## src/sv/gcps_pkg.sv

```systemverilog
// Package for the game controller port serializer.
// Holds the request kinds, configuration register indexes, field widths and bit masks.
`timescale 1ns / 1ps

package gcps_pkg;

    // Request kind carried in the low bits of the slave-side tuser
    typedef enum logic [1:0] {
        MODE_READ   = 2'd0,
        MODE_STROBE = 2'd1,
        MODE_UPDATE = 2'd2
    } t_mode;

    // Configuration register indexes
    localparam logic [1:0] CFG_FOUR_SCORE_ENABLE     = 2'd0;
    localparam logic [1:0] CFG_ARCADE_MODE           = 2'd1;
    localparam logic [1:0] CFG_EXPANSION_FOUR_PLAYER = 2'd2;
    localparam logic [1:0] CFG_DIP_SWITCHES          = 2'd3;

    localparam int CFG_INDEX_W = 2;
    localparam int CFG_DATA_W  = 8;

    localparam int BYTE_W  = 8;
    localparam int PAD_W   = 16;
    localparam int COUNT_W = 5;
    localparam int EXP_W   = 4;
    localparam int IN_DATA_W = 56;
    localparam int IN_USER_W = 3;

    // Read count at which the four-player adapter signature appears (port 0; port 1 is one less)
    localparam logic [COUNT_W-1:0] SIG_COUNT   = 5'd19;
    localparam logic [COUNT_W-1:0] COUNT_MAX   = 5'd31;
    localparam logic [COUNT_W-1:0] BASIC_COUNT = 5'd8;

    localparam logic [BYTE_W-1:0] OPEN_BUS_MASK = 8'hC0;
    localparam logic [BYTE_W-1:0] DIP_P1_MASK   = 8'hFC;
    localparam logic [PAD_W-1:0]  KEEP_MASK     = 16'h000C;
    localparam logic [PAD_W-1:0]  SWAP_MASK     = 16'h00F3;

endpackage

```

## src/sv/game_controller_port_serializer_unit.sv

```systemverilog
// Game controller port serializer: two serial pad ports, four-player adapter, arcade layout.
// A read request's byte appears on the master side in the cycle after acceptance.
// Throughput: one request per cycle unless stalled; each request updates the counters, pad words
// and coin timer in the cycle it is accepted, and a one-entry output register holds the byte.
// Reset (i_rst_n low, synchronous) clears pad words, counters, strobe and coin timer and
// loads the configuration defaults (adapter signature on, arcade and expansion off, DIP 0).
`timescale 1ns / 1ps

module game_controller_port_serializer_unit (
    input  logic                               i_clk,
    input  logic                               i_rst_n,
    // configuration write port
    input  logic                               i_cfg_wr_en,
    input  logic [gcps_pkg::CFG_INDEX_W-1:0]   i_cfg_index,
    input  logic [gcps_pkg::CFG_DATA_W-1:0]    i_cfg_wdata,
    // request stream
    input  logic                               s_axis_tvalid,
    output logic                               s_axis_tready,
    // tdata: write_value[7:0], open_bus[15:8], pads_port_zero[31:16],
    //        pads_port_one[47:32], coin_frames[55:48]
    input  logic [gcps_pkg::IN_DATA_W-1:0]     s_axis_tdata,
    // tuser: mode[1:0], port[2]
    input  logic [gcps_pkg::IN_USER_W-1:0]     s_axis_tuser,
    // read data stream
    output logic                               m_axis_tvalid,
    input  logic                               m_axis_tready,
    // tdata: read_data[7:0]
    output logic [gcps_pkg::BYTE_W-1:0]        m_axis_tdata
);

    // configuration
    logic                                r_four_score;
    logic                                r_arcade;
    logic                                r_exp_four;
    logic [gcps_pkg::BYTE_W-1:0]         r_dip;

    // block state
    logic [gcps_pkg::PAD_W-1:0]          r_pad_word [2];
    logic [gcps_pkg::COUNT_W-1:0]        r_read_count [2];
    logic [gcps_pkg::EXP_W-1:0]          r_exp_count [2];
    logic                                r_last_strobe;
    logic [gcps_pkg::BYTE_W-1:0]         r_coin_timer;

    logic [gcps_pkg::PAD_W-1:0]          n_pad_word [2];
    logic [gcps_pkg::COUNT_W-1:0]        n_read_count [2];
    logic [gcps_pkg::EXP_W-1:0]          n_exp_count [2];
    logic                                n_last_strobe;
    logic [gcps_pkg::BYTE_W-1:0]         n_coin_timer;

    // output register
    logic                                r_out_valid;
    logic [gcps_pkg::BYTE_W-1:0]         r_out_data;
    logic                                n_out_valid;
    logic [gcps_pkg::BYTE_W-1:0]         n_out_data;

    // request fields
    gcps_pkg::t_mode                     req_mode;
    logic                                req_port;
    logic [gcps_pkg::BYTE_W-1:0]         req_write_value;
    logic [gcps_pkg::BYTE_W-1:0]         req_open_bus;
    logic [gcps_pkg::PAD_W-1:0]          req_pads_zero;
    logic [gcps_pkg::PAD_W-1:0]          req_pads_one;
    logic [gcps_pkg::BYTE_W-1:0]         req_coin_frames;
    logic                                req_take;

    // read datapath
    logic [gcps_pkg::PAD_W-1:0]          sel_pad;
    logic [gcps_pkg::COUNT_W-1:0]        sel_count;
    logic [gcps_pkg::EXP_W-1:0]          sel_exp;
    logic                                pad_bit;
    logic                                exp_bit;
    logic [gcps_pkg::COUNT_W-1:0]        sig_count;
    logic [gcps_pkg::BYTE_W-1:0]         rd_byte;
    logic [gcps_pkg::BYTE_W-1:0]         coin_load;

    assign req_mode        = gcps_pkg::t_mode'(s_axis_tuser[1:0]);
    assign req_port        = s_axis_tuser[2];
    assign req_write_value = s_axis_tdata[7:0];
    assign req_open_bus    = s_axis_tdata[15:8];
    assign req_pads_zero   = s_axis_tdata[31:16];
    assign req_pads_one    = s_axis_tdata[47:32];
    assign req_coin_frames = s_axis_tdata[55:48];

    // Take a new request whenever the output slot is empty or draining this cycle
    assign s_axis_tready = !r_out_valid || m_axis_tready;
    assign req_take      = s_axis_tvalid && s_axis_tready;

    assign m_axis_tvalid = r_out_valid;
    assign m_axis_tdata  = r_out_data;

    // Selected port's state
    assign sel_pad   = r_pad_word[req_port];
    assign sel_count = r_read_count[req_port];
    assign sel_exp   = r_exp_count[req_port];

    // Pad bit at the read position; zero once the count runs past the word
    assign pad_bit = (sel_count[4] == 1'b0) ? sel_pad[sel_count[3:0]] : 1'b0;
    // Expansion pad bit comes from the high byte; reads as one after eight shifts
    assign exp_bit = sel_exp[3] ? 1'b1 : sel_pad[{1'b1, sel_exp[2:0]}];
    assign sig_count = gcps_pkg::SIG_COUNT - {{(gcps_pkg::COUNT_W-1){1'b0}}, req_port};

    always_comb begin
        rd_byte = '0;
        if (r_arcade) begin
            rd_byte[0] = (sel_count >= gcps_pkg::BASIC_COUNT) ? 1'b1 : pad_bit;
            if (req_port == 1'b0) begin
                rd_byte[4:3] = r_dip[1:0];
                rd_byte[2]   = (r_coin_timer != '0);
            end else begin
                rd_byte = rd_byte | (r_dip & gcps_pkg::DIP_P1_MASK);
            end
        end else begin
            if (r_four_score) begin
                rd_byte[0] = pad_bit | (sel_count == sig_count);
            end else begin
                rd_byte[0] = pad_bit | (sel_count >= gcps_pkg::BASIC_COUNT);
            end
            if (r_exp_four) begin
                rd_byte[1] = exp_bit;
            end
            rd_byte = rd_byte | (req_open_bus & gcps_pkg::OPEN_BUS_MASK);
        end
    end

    // Coin timer after an optional reload
    assign coin_load = (req_coin_frames != '0) ? req_coin_frames : r_coin_timer;

    // Next-state logic for one accepted request
    always_comb begin
        n_pad_word    = r_pad_word;
        n_read_count  = r_read_count;
        n_exp_count   = r_exp_count;
        n_last_strobe = r_last_strobe;
        n_coin_timer  = r_coin_timer;
        n_out_valid   = r_out_valid && !m_axis_tready;
        n_out_data    = r_out_data;

        if (req_take) begin
            case (req_mode)
                gcps_pkg::MODE_READ: begin
                    n_out_valid = 1'b1;
                    n_out_data  = rd_byte;
                    if (r_arcade) begin
                        // advance only while the eight buttons are shifting out
                        if (sel_count < gcps_pkg::BASIC_COUNT) begin
                            n_read_count[req_port] = sel_count + 1'b1;
                        end
                    end else begin
                        if (sel_count != gcps_pkg::COUNT_MAX) begin
                            n_read_count[req_port] = sel_count + 1'b1;
                        end
                        if (r_exp_four && !sel_exp[3]) begin
                            n_exp_count[req_port] = sel_exp + 1'b1;
                        end
                    end
                end
                gcps_pkg::MODE_STROBE: begin
                    // falling strobe restarts the shift on both ports
                    if (r_last_strobe && !req_write_value[0]) begin
                        n_read_count[0] = '0;
                        n_read_count[1] = '0;
                        if (r_exp_four) begin
                            n_exp_count[0] = '0;
                            n_exp_count[1] = '0;
                        end
                    end
                    n_last_strobe = req_write_value[0];
                end
                gcps_pkg::MODE_UPDATE: begin
                    n_coin_timer = coin_load;
                    if (r_arcade) begin
                        // each port keeps bits 3:2 and takes the other port's remaining buttons
                        n_pad_word[0] = (req_pads_zero & gcps_pkg::KEEP_MASK)
                                      | (req_pads_one  & gcps_pkg::SWAP_MASK);
                        n_pad_word[1] = (req_pads_one  & gcps_pkg::KEEP_MASK)
                                      | (req_pads_zero & gcps_pkg::SWAP_MASK);
                        if (coin_load != '0) begin
                            n_coin_timer = coin_load - 1'b1;
                        end
                    end else begin
                        n_pad_word[0] = req_pads_zero;
                        n_pad_word[1] = req_pads_one;
                    end
                end
                default: begin
                    // unused kind: drop
                end
            endcase
        end
    end

    always_ff @(posedge i_clk) begin
        if (!i_rst_n) begin
            r_four_score    <= 1'b1;
            r_arcade        <= 1'b0;
            r_exp_four      <= 1'b0;
            r_dip           <= '0;
            r_pad_word[0]   <= '0;
            r_pad_word[1]   <= '0;
            r_read_count[0] <= '0;
            r_read_count[1] <= '0;
            r_exp_count[0]  <= '0;
            r_exp_count[1]  <= '0;
            r_last_strobe   <= 1'b0;
            r_coin_timer    <= '0;
            r_out_valid     <= 1'b0;
        end else begin
            if (i_cfg_wr_en) begin
                case (i_cfg_index)
                    gcps_pkg::CFG_FOUR_SCORE_ENABLE:     r_four_score <= i_cfg_wdata[0];
                    gcps_pkg::CFG_ARCADE_MODE:           r_arcade     <= i_cfg_wdata[0];
                    gcps_pkg::CFG_EXPANSION_FOUR_PLAYER: r_exp_four   <= i_cfg_wdata[0];
                    gcps_pkg::CFG_DIP_SWITCHES:          r_dip        <= i_cfg_wdata;
                    default: begin
                    end
                endcase
            end
            r_pad_word    <= n_pad_word;
            r_read_count  <= n_read_count;
            r_exp_count   <= n_exp_count;
            r_last_strobe <= n_last_strobe;
            r_coin_timer  <= n_coin_timer;
            r_out_valid   <= n_out_valid;
        end
    end

    // payload register, no reset
    always_ff @(posedge i_clk) begin
        r_out_data <= n_out_data;
    end

endmodule

```

## config.mk

```make
export PLATFORM = sky130hd
export DESIGN_NAME = game_controller_port_serializer_unit
export DESIGN_NICKNAME = d
export VERILOG_FILES = /design/src/sv/gcps_pkg.sv /design/src/sv/game_controller_port_serializer_unit.sv
export SDC_FILE = /design/constraint.sdc
export NUM_CORES = 1
export LEC_CHECK = 0
export BUFFER_PORTS_ARGS = -buffer_cell sky130_fd_sc_hd__buf_2
export CAP_MARGIN = 20
export CORE_MARGIN = 1.5
export CORE_UTILIZATION = 37
export DETAILED_ROUTE_END_ITERATION = 10
export PLACE_DENSITY = 0.65
export SLEW_MARGIN = 15
export SYNTH_ARGS = -nofsm -noshare
export SYNTH_HDL_FRONTEND = slang
export SYNTH_SLANG_ARGS = --single-unit
```

## constraint.sdc

```tcl
create_clock -name i_clk -period 3.5 [get_ports i_clk]
set_input_delay 0.35 -clock i_clk [delete_from_list [all_inputs] [get_ports i_clk]]
set_output_delay 0.35 -clock i_clk [all_outputs]
set_load 0.05 [all_outputs]
```

After elaboration in Yosys (flattened, before gate mapping):

Index checks and enable logic that the tools add are counted.

* eq/ne operators: 13
* $lt $le $gt $ge: 6
* divide/modulo/power cells: 0
* multiplexer cells: 46
* $mul: 0
* bitwise operators: 7
* shift operators: 0
* add/sub/neg operators: 4
* reductions and logical operators: 25

Operators with widths (number)
* $mux 8: 8
* $mux 16: 3
* $mux 10: 4
* $mux 32: 1
* $reduce_bool 8->1: 3
* $mux 5: 4
* $pmux 10 s2: 1
* $mux 4: 4
* $or 4x8->8: 2
* $pmux 8 s2: 1
* $reduce_and 2->1: 7
* $mux 1: 11
* $bwmux 10: 1
* $lt 4x5->1 const B: 2
* $bwmux 8: 1
* $ne 2x2->1 const B: 4
* $or 1x8->8: 1
* $or 2x8->8: 1
* $sub 8x1->8 const B: 1
* $eq 2x2->1 const B: 3
* $mux 3: 2
* $ne 3x3->1 const B: 2
* $reduce_and 6->1: 1
* $add 5x1->5 const B: 1
* 22 further kinds: 32

* memory bits (read-only): 0
* register bits: 79
* memories kept: 0
* latch bits: 0
* RAM bits: 0
* logic and storage cells: 115

Longest topological paths before layout:

Gate-level depths: netlist of run 1.

* word-level depth: 12
* gate-level depth with buffers: 12

Worst setup path before layout of run 1:

Ideal clock, no wire load.

* path kind: input to register
* from: input s_axis_tuser[2] (netlist bit)
* to: register r_read_count[1] (netlist bit)
* library setup time: 0.117 ns
* stages on the path: 11
* slack: 0.646 ns
* data required time: 3.383 ns
* arrival time: 2.737 ns
* path buffers: 4
* cell sequence: buf_6 -> buf_2 -> buf_1 -> buf_1 -> mux2_2 -> ha_1 -> nor2b_1 -> a31o_1 -> a21bo_1 -> o21a_1 -> a32o_1

* longest elaborated chain between the ends: 9
* elaborated cells between the ends (all ways): 20
* classes of those cells: add/sub: 1; order compare: 3; eq/ne: 3; mux: 10; bitwise: 1; reduce/logical: 2

RTL lines
* start, declared: line game_controller_port_serializer_unit.sv:23 `input logic [gcps_pkg::IN_USER_W-1:0] s_axis_tuser,`
* $not 1->2 (implied by the code) *: line game_controller_port_serializer_unit.sv:93, game_controller_port_serializer_unit.sv:146, game_controller_port_serializer_unit.sv:150
* $mux 5 (implied by the code), or another cell as far along: line game_controller_port_serializer_unit.sv:93 `assign sel_count = r_read_count[req_port];`
* $mux 5 (implied by the code) / $logic_and 1x1->1 (equally long branches): line game_controller_port_serializer_unit.sv:93, game_controller_port_serializer_unit.sv:146, game_controller_port_serializer_unit.sv:150
* $mux 5 (on tied branches): line game_controller_port_serializer_unit.sv:93, game_controller_port_serializer_unit.sv:146, game_controller_port_serializer_unit.sv:150
* $add 5x1->5 / $demux 5 s1 (equally long branches): line game_controller_port_serializer_unit.sv:146, game_controller_port_serializer_unit.sv:150
* $bwmux 10: line game_controller_port_serializer_unit.sv:146, game_controller_port_serializer_unit.sv:150
* $mux 10 (on tied branches): line game_controller_port_serializer_unit.sv:149, game_controller_port_serializer_unit.sv:145
* $mux 10: line game_controller_port_serializer_unit.sv:143 `if (r_arcade) begin`
* $pmux 10 s2: line game_controller_port_serializer_unit.sv:139 `case (req_mode)`
* end signal, assigned: line game_controller_port_serializer_unit.sv:219 `r_read_count <= n_read_count;`
* end, declared: line game_controller_port_serializer_unit.sv:39 `logic [gcps_pkg::COUNT_W-1:0] r_read_count [2];`

Every way passes the cells marked *; elsewhere a longest branch is shown, timed or not. The select of a mux whose other input is x is not followed.
A chain may end at the register's enable or synchronous reset.

Worst setup path in the final report of run 1:

* from: register r_read_count[1] (netlist bit)
* to: register r_read_count[1] (netlist bit)

* longest elaborated chain between the ends: 8
* elaborated cells between the ends (all ways): 14
* classes of those cells: add/sub: 1; order compare: 1; eq/ne: 3; mux: 8; reduce/logical: 1

RTL lines (line)
* $mux 5 (implied by the code) (3 in a row): game_controller_port_serializer_unit.sv:93
* $add 5x1->5: game_controller_port_serializer_unit.sv:146, game_controller_port_serializer_unit.sv:150
* $bwmux 10: game_controller_port_serializer_unit.sv:146, game_controller_port_serializer_unit.sv:150
* $mux 10 (on tied branches): game_controller_port_serializer_unit.sv:149, game_controller_port_serializer_unit.sv:145
* $mux 10: game_controller_port_serializer_unit.sv:143
* $pmux 10 s2: game_controller_port_serializer_unit.sv:139

Several ways; a longest one is shown, not always the timed one. The select of a mux whose other input is x is not followed.

==> results of run 1 <==
## layer usage
layer	routed length [microns]	GRT usage, %
met5	0	0
met4	132	5.57
met3	748	4.03
met2	5010	29.7
met1	5260	24.5
## cell type report
cell class / count / area share [%]
multi-input cells: 357 / 49.2
flip-flops and latches: 79 / 32.4
repair buffers: 77 / 7.86
clock buffers: 12 / 5.42
well taps: 143 / 3.49
inverters: 14 / 1.03
clock inverters: 4 / 0.513
diodes: 1 / 0.0488
## critical path, cell delays in order (launching register included)
cell and delay [ps]:
dfxtp_1 400, mux2i_2 220, inv_2 120, ha_1 270, and2_1 160, ha_1 160, nor2b_1 120, a31o_1 260
a21bo_1 240, o21a_1 220, a32o_1 220
## cell usage in the layout, fill, tap and decap left out, drive strengths merged, types with 3 or more instances in the layout
cell type  instances
a21o               3
dfxtp             71
nor4               3
ha                 7
nand3             16
nor3              11
mux4              10
or4                5
clkinv             3
or3                9
nand4              6
edfxtp             8
mux2i             35
a21oi             45
inv               14
nand2b             4
and3              19
nand2             31
clkbuf            12
o21ai             18
nor2b              4
a31oi              5
nand4b             3
buf               77
o21a               4
mux2               5
nand3b             4
nor2              54
a32o               7
a211oi            12
o211ai             4
a22oi              3
o2bb2ai            3
## sequential cells by signal (all words and copies together), names as in the netlist, 8 cells and up
register,count
r_dip,8
r_read_count,10
m_axis_tdata,8
r_exp_count,8
r_pad_word,32
r_coin_timer,8
## cells by family (layout without fill, tap and decap cells)
family	count (synthesis)	count (layout)	share of synthesized area, %
AND/OR/NAND/NOR	176	176	21.7
AO/OA/AOI/OAI	121	121	18.7
flip-flops	79	79	38.0
multiplexers	50	50	14.7
buffers and inverters	44	107	4.18
adder cells (fa/ha/maj)	7	7	2.01
XOR/XNOR	3	3	0.602
other	0	1	0
## power by group through the flow
stage,Clock (uW),Sequential (uW),Combinational [uW]
5_1_grt,989,967,253
4_1_cts,945,964,228
2_1_floorplan,0,984,138
3_5_place_dp,0,984,226
3_3_place_gp,0,982,221
6_report,924,964,228
## path summary, 6_finish.rpt
check                                      from              end  slack, ps  cells past startpoint
worst max-delay path            r_read_count[1]  r_read_count[1]        990                     10
worst min-delay path             i_cfg_wdata[7]         r_dip[7]        250                      3
worst max register to register  r_read_count[1]  r_read_count[1]        990                     10
worst min register to register   r_pad_word[19]   r_pad_word[19]        460                      2
## metrics by stage
stage          total power, uW  setup WS [ps]  cell area [sq um]  hold slack (ps)
4_1_cts                   2140            994               5120              244
5_1_grt                   2210            852               5130              268
6_report                  2120            993               5130              250
2_1_floorplan             1120            646               4370              433
3_5_place_dp              1210            827               4820              449
3_3_place_gp              1200            845               4820              446
==> flow_metrics.env, run 1 <==
export IMPL_place_gp_congestion=0.916
export IMPL_cts_sinks=79
export IMPL_syn_inst=480
export IMPL_max_slew_margin_pct=51.9
export IMPL_finalCritPeriodShare_pct=71.6
export IMPL_netlist_top_cells_area="dfxtp_1 (33%), mux2i_1 (7.8%), edfxtp_1 (5.5%)"
export IMPL_area_delta_synth_final_pct=17.4
export IMPL_hp_class="in -> reg"
export IMPL_drt_wl_total_microns=11200
export IMPL_worst_pin_slew_ps=715
export IMPL_cts_tree="done"
export IMPL_avgSynthCellArea_sq_um=9.10
export IMPL_multi_input_area_sq_um=2520
export IMPL_hold_violations=0
export IMPL_fmax_ghz=0.399
export IMPL_leakage_uw=0.00202
export IMPL_crit_fanout=6
export IMPL_async_reset_ff_share_pct=0
export IMPL_cp_required_ps=3720
export IMPL_start_util_pct=38.1
export IMPL_postCtsHoldBufs=0
export IMPL_maxCapViolations=0
export IMPL_end_kind="flip-flop"
export IMPL_synth_cell_type_count=69
export IMPL_post_cts_buffers=0
export IMPL_drt_iter0_markers=333
export IMPL_synth_net_count=561
export IMPL_synth_ff_type="dfxtp_1"
export IMPL_routedWlPerCell_microns=16.2
export IMPL_grt_max_degree=33
export IMPL_yosys_area_top_type="dfxtp_1"
export IMPL_pwr_share_comb_pct=10.8
export IMPL_cts_path_max_buffers=2
export IMPL_cts_max_level=3
export IMPL_yosys_top_cells_count="dfxtp_1 (71), nor2_1 (54), a21oi_1 (45), mux2i_1 (34), nand2_1 (31)"
export IMPL_swShare_pct=24.7
export IMPL_port_buffers=70
export IMPL_drt_vias_per_instance=5.71
export IMPL_dieArea_sq_um=12500
export IMPL_cts_resized=0
export IMPL_register_area_sq_um=1660
export IMPL_synthMostInstantiatedCell="dfxtp_1"
export IMPL_power_density_nw_per_um2=413
export IMPL_num_rows=39
export IMPL_antenna_left=0
export IMPL_dp_hpwl_microns=8080
export IMPL_grt_pass1_vias=3737
export IMPL_p_sw_uw=522
export IMPL_dp_cells=670
export IMPL_ys_seq_area_share_pct=38.0
export IMPL_period_minus_slack_ps=2510
export IMPL_drive_gt1_share_pct=22.1
export IMPL_nFillCells=1103
export IMPL_grt_pass1_wl_microns=18500
export IMPL_firstDrtPassIters=5
export IMPL_path_clk_slew_ps=60
export IMPL_drc=0
export IMPL_grt_use_total_pct=18.3
export IMPL_clk_latency_ps=330
export IMPL_synth_edff_count=8
export IMPL_crit_arrival_ps=2730
export IMPL_outcome="finished clean"
export IMPL_start_kind="flip-flop"
export IMPL_route_vias_total=3922
export IMPL_p_int_uw=1590
export IMPL_fp_dieW_microns=112
export IMPL_synth_top_cell_area_share_pct=32.5
export IMPL_path_class="reg -> reg"
export IMPL_rsz0062_at_grt="false"
export IMPL_ios=84
export IMPL_grt_overflow=0
export IMPL_fin_setup_tns_ps=0
export IMPL_vdd_ir_drop_max_uv=332
export IMPL_yosys_warnings=0
export IMPL_setup_viol=0
export IMPL_synth_seq_cells=79
export IMPL_slew_violations=0
export IMPL_fin_cells=687
export IMPL_cts_buffers=9
export IMPL_power_frac_seq_pct=45.6
export IMPL_nets=619
export IMPL_pwr_share_clk_pct=43.7
export IMPL_antenna_found_initial=1
export IMPL_cts_root_buf="clkbuf_16"
export IMPL_netlist_area_sq_um=4370
export IMPL_worst_clock_skew_ps=7.29
export IMPL_die_h_microns=112
export IMPL_fp_coreArea_sq_um=11500
export IMPL_final_util_pct=44.7
Note: power is estimated with default switching activity, not from simulation.
==> run 2, diff against run 1 <==
ABC_AREA = 1   (was default)
PLACE_DENSITY = 0.68   (was 0.65)
clock period = 2.1 ns   (was 3.5 ns; I/O delays follow)
==> flow_metrics.env, run 2 <==
export IMPL_layout_commonest_cell="nand2_1"
export IMPL_holdPathStages=3
export IMPL_vdd_ir_drop_max_uv=335
export IMPL_cts_sinks=79
export IMPL_dieArea_sq_um=11900
export IMPL_port_buffers=70
export IMPL_setup_slack_ps=201
export IMPL_place_gp_congestion=0.873
export IMPL_cp_required_ps=2370
export IMPL_maxCapViolations=0
export IMPL_routedWlPerCell_microns=13.3
export IMPL_outcome="finished clean"
export IMPL_hold_violations=0
export IMPL_ios=84
export IMPL_grt_use_total_pct=19.1
export IMPL_fmax_ghz=0.527
export IMPL_drt_wl_total_microns=10700
export IMPL_power_density_nw_per_um2=728
export IMPL_path_clk_slew_ps=60
export IMPL_fin_hold_ws_ps=90.9
export IMPL_setup_viol=0
export IMPL_r2r_end="r_read_count[7]"
export IMPL_crit_path_cell_trace="inv_1 -> nand2_1 -> o21ai_2 -> inv_2 -> ha_2 -> nand2_1 -> nor2_1 -> ha_1 -> nand2_1 -> o22ai_1 -> nor2_1 -> nand2_2 -> inv_2 -> nand2_2 -> nand2_1 -> a21oi_2"
export IMPL_worst_pin_slew_ps=514
export IMPL_antenna_left=0
export IMPL_max_stage_delay_ps=330
export IMPL_drive_gt1_share_pct=22.7
export IMPL_netlist_top_cells_area="dfxtp_1 (34%), nand2_1 (14%), a21oi_1 (7.0%)"
export IMPL_yosys_warnings=0
export IMPL_fin_cells=801
export IMPL_slew_violations=0
export IMPL_syn_inst=586
export IMPL_synthMostInstantiatedCell="nand2_1"
export IMPL_yosys_area_top_type="dfxtp_1"
export IMPL_ff2ff_path_depth=16
export IMPL_area_delta_synth_final_pct=20.5
export IMPL_avgSynthCellArea_sq_um=7.12
export IMPL_cts_root_buf="clkbuf_16"
export IMPL_dp_hpwl_microns=7760
export IMPL_cts_tree="done"
export IMPL_drt_iter0_markers=253
export IMPL_worst_clock_skew_ps=6.45
export IMPL_netlist_area_sq_um=4170
export IMPL_path_class="reg -> reg"
export IMPL_die_h_microns=109
export IMPL_worst_path_max_delay_cell="dfxtp_2"
export IMPL_drt_vias_per_instance=5.09
export IMPL_synth_top_cell_area_share_pct=34.1
export IMPL_nets=737
export IMPL_start_util_pct=38.1
export IMPL_grt_max_degree=44
export IMPL_antenna_cells=0
export IMPL_leakage_uw=0.00208
export IMPL_cts_path_max_buffers=2
export IMPL_postCtsHoldBufs=0
export IMPL_synth_edff_count=8
export IMPL_period_minus_slack_ps=1900
export IMPL_cts_buffers=9
export IMPL_ys_seq_area_share_pct=39.8
export IMPL_grt_pass1_wl_microns=17800
export IMPL_finalPower_uw=3660
export IMPL_grt_pass1_vias=3816
export IMPL_cts_max_level=3
export IMPL_largest_reg_flops=32
export IMPL_cp_top_family="simple AND/OR/NAND/NOR gates"
export IMPL_synth_net_count=667
export IMPL_async_reset_ff_share_pct=0
export IMPL_hp_class="in -> reg"
export IMPL_dp_slack_ps=22.3
export IMPL_antenna_found_initial=0
export IMPL_cpMostUsedCell="nand2_1"
export IMPL_reg_largest_list="r_pad_word: 32 flops, r_read_count: 10 flops"
export IMPL_start_kind="flip-flop"
export IMPL_max_slew_margin_pct=65.8
export IMPL_rrSetupSlack_ps=200
export IMPL_regMostFlops="r_pad_word"
export IMPL_clk_latency_ps=340
export IMPL_route_vias_total=4076
export IMPL_synth_ff_type="dfxtp_1"
export IMPL_grt_overflow=0
export IMPL_firstDrtPassIters=5
export IMPL_crit_arrival_ps=2170
export IMPL_finalCritPeriodShare_pct=90.4
export IMPL_num_rows=38
export IMPL_end_kind="flip-flop"
export IMPL_dp_cells=785
export IMPL_holdPathEnd="r_pad_word[3]"
export IMPL_yosys_top_cells_count="nand2_1 (156), dfxtp_1 (71), a21oi_1 (58), o21ai_0 (44), nand3_1 (40)"
export IMPL_min_from="s_axis_tdata[35]"
export IMPL_fp_coreArea_sq_um=10900
export IMPL_drc=0
export IMPL_crit_buf_inv=3
export IMPL_synth_cell_type_count=41
export IMPL_synth_seq_cells=79
export IMPL_reg2reg_from="r_read_count[5]"
export IMPL_layout_common_cells="nand2_1 (154), buf_2 (70), dfxtp_1 (70)"
export IMPL_crit_fanout=4
export IMPL_fp_dieW_microns=109
[run 2: what timing repair did]
action / 4_1_cts / 5_1_grt
gates resized for setup: 0 / 5
setup buffers: 0 / 0
endpoints found under the setup margin: 0 / 10
[run 2: kinds of logic (layout without fill, tap and decap cells)]
group | Yosys count | after routing | share of synthesized area, %
AND/OR/NAND/NOR | 275 | 275 | 29.5
buffers and inverters | 76 | 151 | 7.59
XOR/XNOR | 6 | 6 | 1.26
adder cells (fa/ha/maj) | 7 | 7 | 2.10
flip-flops | 79 | 79 | 39.8
AO/OA/AOI/OAI | 143 | 143 | 19.7
[run 2: final cells by class]
cell class                      instances  area, sq um
Sequential cell                        79         1660
Fill cell                            1157         5910
Tap cell                              140          175
Clock inverter                          5         55.1
Clock buffer                           11          253
Inverter                               47          176
Multi-Input combinational cell        431         2200
Timing Repair Buffer                   88          498
[run 2: metrics by stage]
step           util (%)  setup TNS [ps]  cell area [sq um]
3_5_place_dp       43.0               0               4700
5_1_grt            45.9           -13.8               5020
6_report           45.9               0               5020
4_1_cts            45.8               0               5010
2_1_floorplan         -               0               4170
3_3_place_gp       43.0               0               4700
[run 2: worst max-delay path by stage]
stage                          from         endpoint  depth (start not counted)
global placement    s_axis_tuser[2]  r_read_count[3]                         17
floorplan             m_axis_tvalid  r_coin_timer[2]                          9
finish              r_read_count[5]  r_read_count[7]                         16
detailed placement  s_axis_tuser[2]  r_read_count[9]                         17
global route        r_read_count[5]  r_read_count[7]                         16
CTS                 r_read_count[5]  r_read_count[8]                         16
[run 2: power breakdown]
group	switching (uW)	leakage [uW]	total, uW	internal (uW)
clock	611	0.000156	1590	983
sequential	28.7	0.000649	1610	1580
combinational	289	0.00128	456	167
[run 2: worst reg2reg max path, delay by kind of cell (launching register included)]
family,cells,cell delay (ps)
compound gates,3,310
fa+ha+maj,2,350
buf+inv,3,180
flops,1,330
simple gates,8,660
[run 2: metal layers]
layer | GRT usage, % | part of all wire [%] | up-vias
met5 | 0 | 0 | -
met4 | 6.58 | 1.4 | 0
met3 | 3.41 | 5.1 | 11
met2 | 31.1 | 46 | 111
met1 | 25.3 | 48 | 1865
li1 | - | - | 2089
==> run 3, diff against run 2 <==
CELL_PAD_IN_SITES_DETAIL_PLACEMENT = 0   (was default)
CELL_PAD_IN_SITES_GLOBAL_PLACEMENT = 2   (was default)
CORE_UTILIZATION = 27   (was 37)
PLACE_DENSITY = 0.83   (was 0.68)
==> flow_metrics.env, run 3 (synthesis gave the netlist of run 2 again) <==
export IMPL_max_slew_margin_pct=63.5
export IMPL_num_rows=45
export IMPL_path_class="reg -> reg"
export IMPL_power_density_nw_per_um2=707
export IMPL_dp_hpwl_microns=8570
export IMPL_clk_latency_ps=340
export IMPL_antenna_left=0
export IMPL_grt_use_met2_pct=24.7
export IMPL_worst_pin_slew_ps=546
export IMPL_antenna_found_initial=0
export IMPL_slew_violations=0
export IMPL_cts_buffers=9
export IMPL_grt_max_degree=40
export IMPL_ios=84
export IMPL_pwr_share_clk_pct=42.4
export IMPL_p_int_uw=2650
export IMPL_antenna_cells=0
export IMPL_nFillCells=1624
export IMPL_reg_largest_list="r_pad_word: 32 flops, r_read_count: 10 flops"
export IMPL_cts_sinks=79
export IMPL_swShare_pct=26.3
export IMPL_route_vias_total=4098
export IMPL_start_util_pct=27.5
export IMPL_grt_pass1_vias=3909
export IMPL_drive_gt1_share_pct=22.2
export IMPL_drt_iter0_markers=213
export IMPL_postCtsHoldBufs=0
export IMPL_cp_required_ps=2370
export IMPL_routedWlPerCell_microns=13.8
export IMPL_register_area_sq_um=1660
export IMPL_path_clk_slew_ps=60
export IMPL_regMostFlops="r_pad_word"
export IMPL_layout_common_cells="nand2_1 (154), dfxtp_1 (71), buf_2 (70)"
export IMPL_post_cts_buffers=0
export IMPL_place_gp_congestion=0.834
export IMPL_end_kind="flip-flop"
export IMPL_nets=740
export IMPL_finalCritPeriodShare_pct=90.7
export IMPL_outcome="finished clean"
export IMPL_grt_overflow=0
export IMPL_cts_root_buf="clkbuf_16"
export IMPL_crit_arrival_ps=2180
export IMPL_crit_fanout=5
export IMPL_start_kind="flip-flop"
export IMPL_power_frac_seq_pct=44.7
export IMPL_cts_path_max_buffers=2
export IMPL_grt_use_total_pct=14.9
export IMPL_vdd_ir_drop_max_uv=371
export IMPL_grt_use_met1_pct=19.1
export IMPL_cts_tree="done"
export IMPL_maxCapViolations=0
export IMPL_fmax_ghz=0.525
export IMPL_largest_reg_flops=32
export IMPL_fp_coreArea_sq_um=15100
export IMPL_cts_resized=0
export IMPL_drc=0
export IMPL_pwr_share_comb_pct=12.9
export IMPL_multi_input_area_sq_um=2200
export IMPL_leakage_uw=0.00209
export IMPL_hp_class="in -> reg"
export IMPL_dp_slack_ps=-0.131
export IMPL_setup_viol=0
export IMPL_fp_dieW_microns=127
export IMPL_firstDrtPassIters=4
export IMPL_final_util_pct=33.6
export IMPL_grt_util_met3_pct=3.06
export IMPL_cts_max_level=3
export IMPL_grt_busiest_layer="met2"
export IMPL_grt_pass1_wl_microns=19100
export IMPL_period_minus_slack_ps=1900
export IMPL_rsz0062_at_grt="true"
export IMPL_worst_clock_skew_ps=8.13
export IMPL_area_delta_synth_final_pct=22.0
export IMPL_port_buffers=70
export IMPL_layout_commonest_cell="nand2_1"
export IMPL_drt_vias_per_instance=4.82
export IMPL_hold_violations=0
export IMPL_die_h_microns=127
export IMPL_setup_slack_ps=195
export IMPL_dieArea_sq_um=16200
export IMPL_drt_wl_total_microns=11700
export IMPL_p_sw_uw=947
==> run 3: cell count changes in the layout (fill, tap and decap cells not counted), sizes merged <==
| cell | delta |
|---|---|
| buf | +3 |
| inv | -1 |
| clkinv | -1 |
| clkbuf | +2 |
| bufinv | -1 |
==> run 3: stage by stage <==
step,setup TNS [ps],area [sq um],std cells,total power [uW],hold slack (ps)
global route,-8.31,5090,851,3760,103
floorplan,0,4170,586,1920,341
detailed placement,-0.131,4800,836,2110,435
CTS,0,5080,851,3640,91.8
global placement,0,4800,836,2100,432
finish,0,5090,851,3600,99.3
==> run 3: area by class of cell <==
cell class / count / area share, %
clock inverters: 2 / 0.270
repair buffers: 91 / 10.5
well taps: 188 / 4.62
flip-flops and latches: 79 / 32.7
multi-input cells: 431 / 43.2
inverters: 47 / 3.47
clock buffers: 13 / 5.34
==> run 3: path summary, 6_finish.rpt <==
path	from	endpoint	slack, ps	cells past startpoint
max	r_read_count[5]	r_read_count[3]	200	16
min	s_axis_tdata[18]	r_pad_word[18]	100	3
max reg2reg	r_read_count[5]	r_read_count[3]	200	16
min reg2reg	r_dip[1]	r_dip[1]	440	2
==> run 3: power by group through the flow <==
| stage | registers [uW] | clock network [uW] | logic, uW |
|---|---|---|---|
| after CTS | 1610 | 1560 | 468 |
| after global routing | 1610 | 1630 | 521 |
| final | 1610 | 1520 | 465 |
| after floorplan | 1650 | 0 | 273 |
| after detailed placement | 1640 | 0 | 466 |
| after global placement | 1640 | 0 | 460 |
==> run 3: metal layers <==
metal / wire length, microns / up-vias
met1: 5570 / 1919
li1: - / 2098
met4: 179 / 0
met3: 414 / 11
met5: 0 / -
met2: 5580 / 70
==> run 3: worst max-delay path, cell delays in order, from the launching register on <==
cell	delay [ps]
dfxtp_1	360
inv_1	50
nand2_1	60
o21ai_2	60
inv_2	60
ha_1	170
nand2_1	80
nor2_1	100
ha_1	160
nand2_1	50
o22ai_1	110
nor2_1	70
nand2_2	130
inv_2	70
nand2_2	110
nand2_1	60
a21oi_1	150
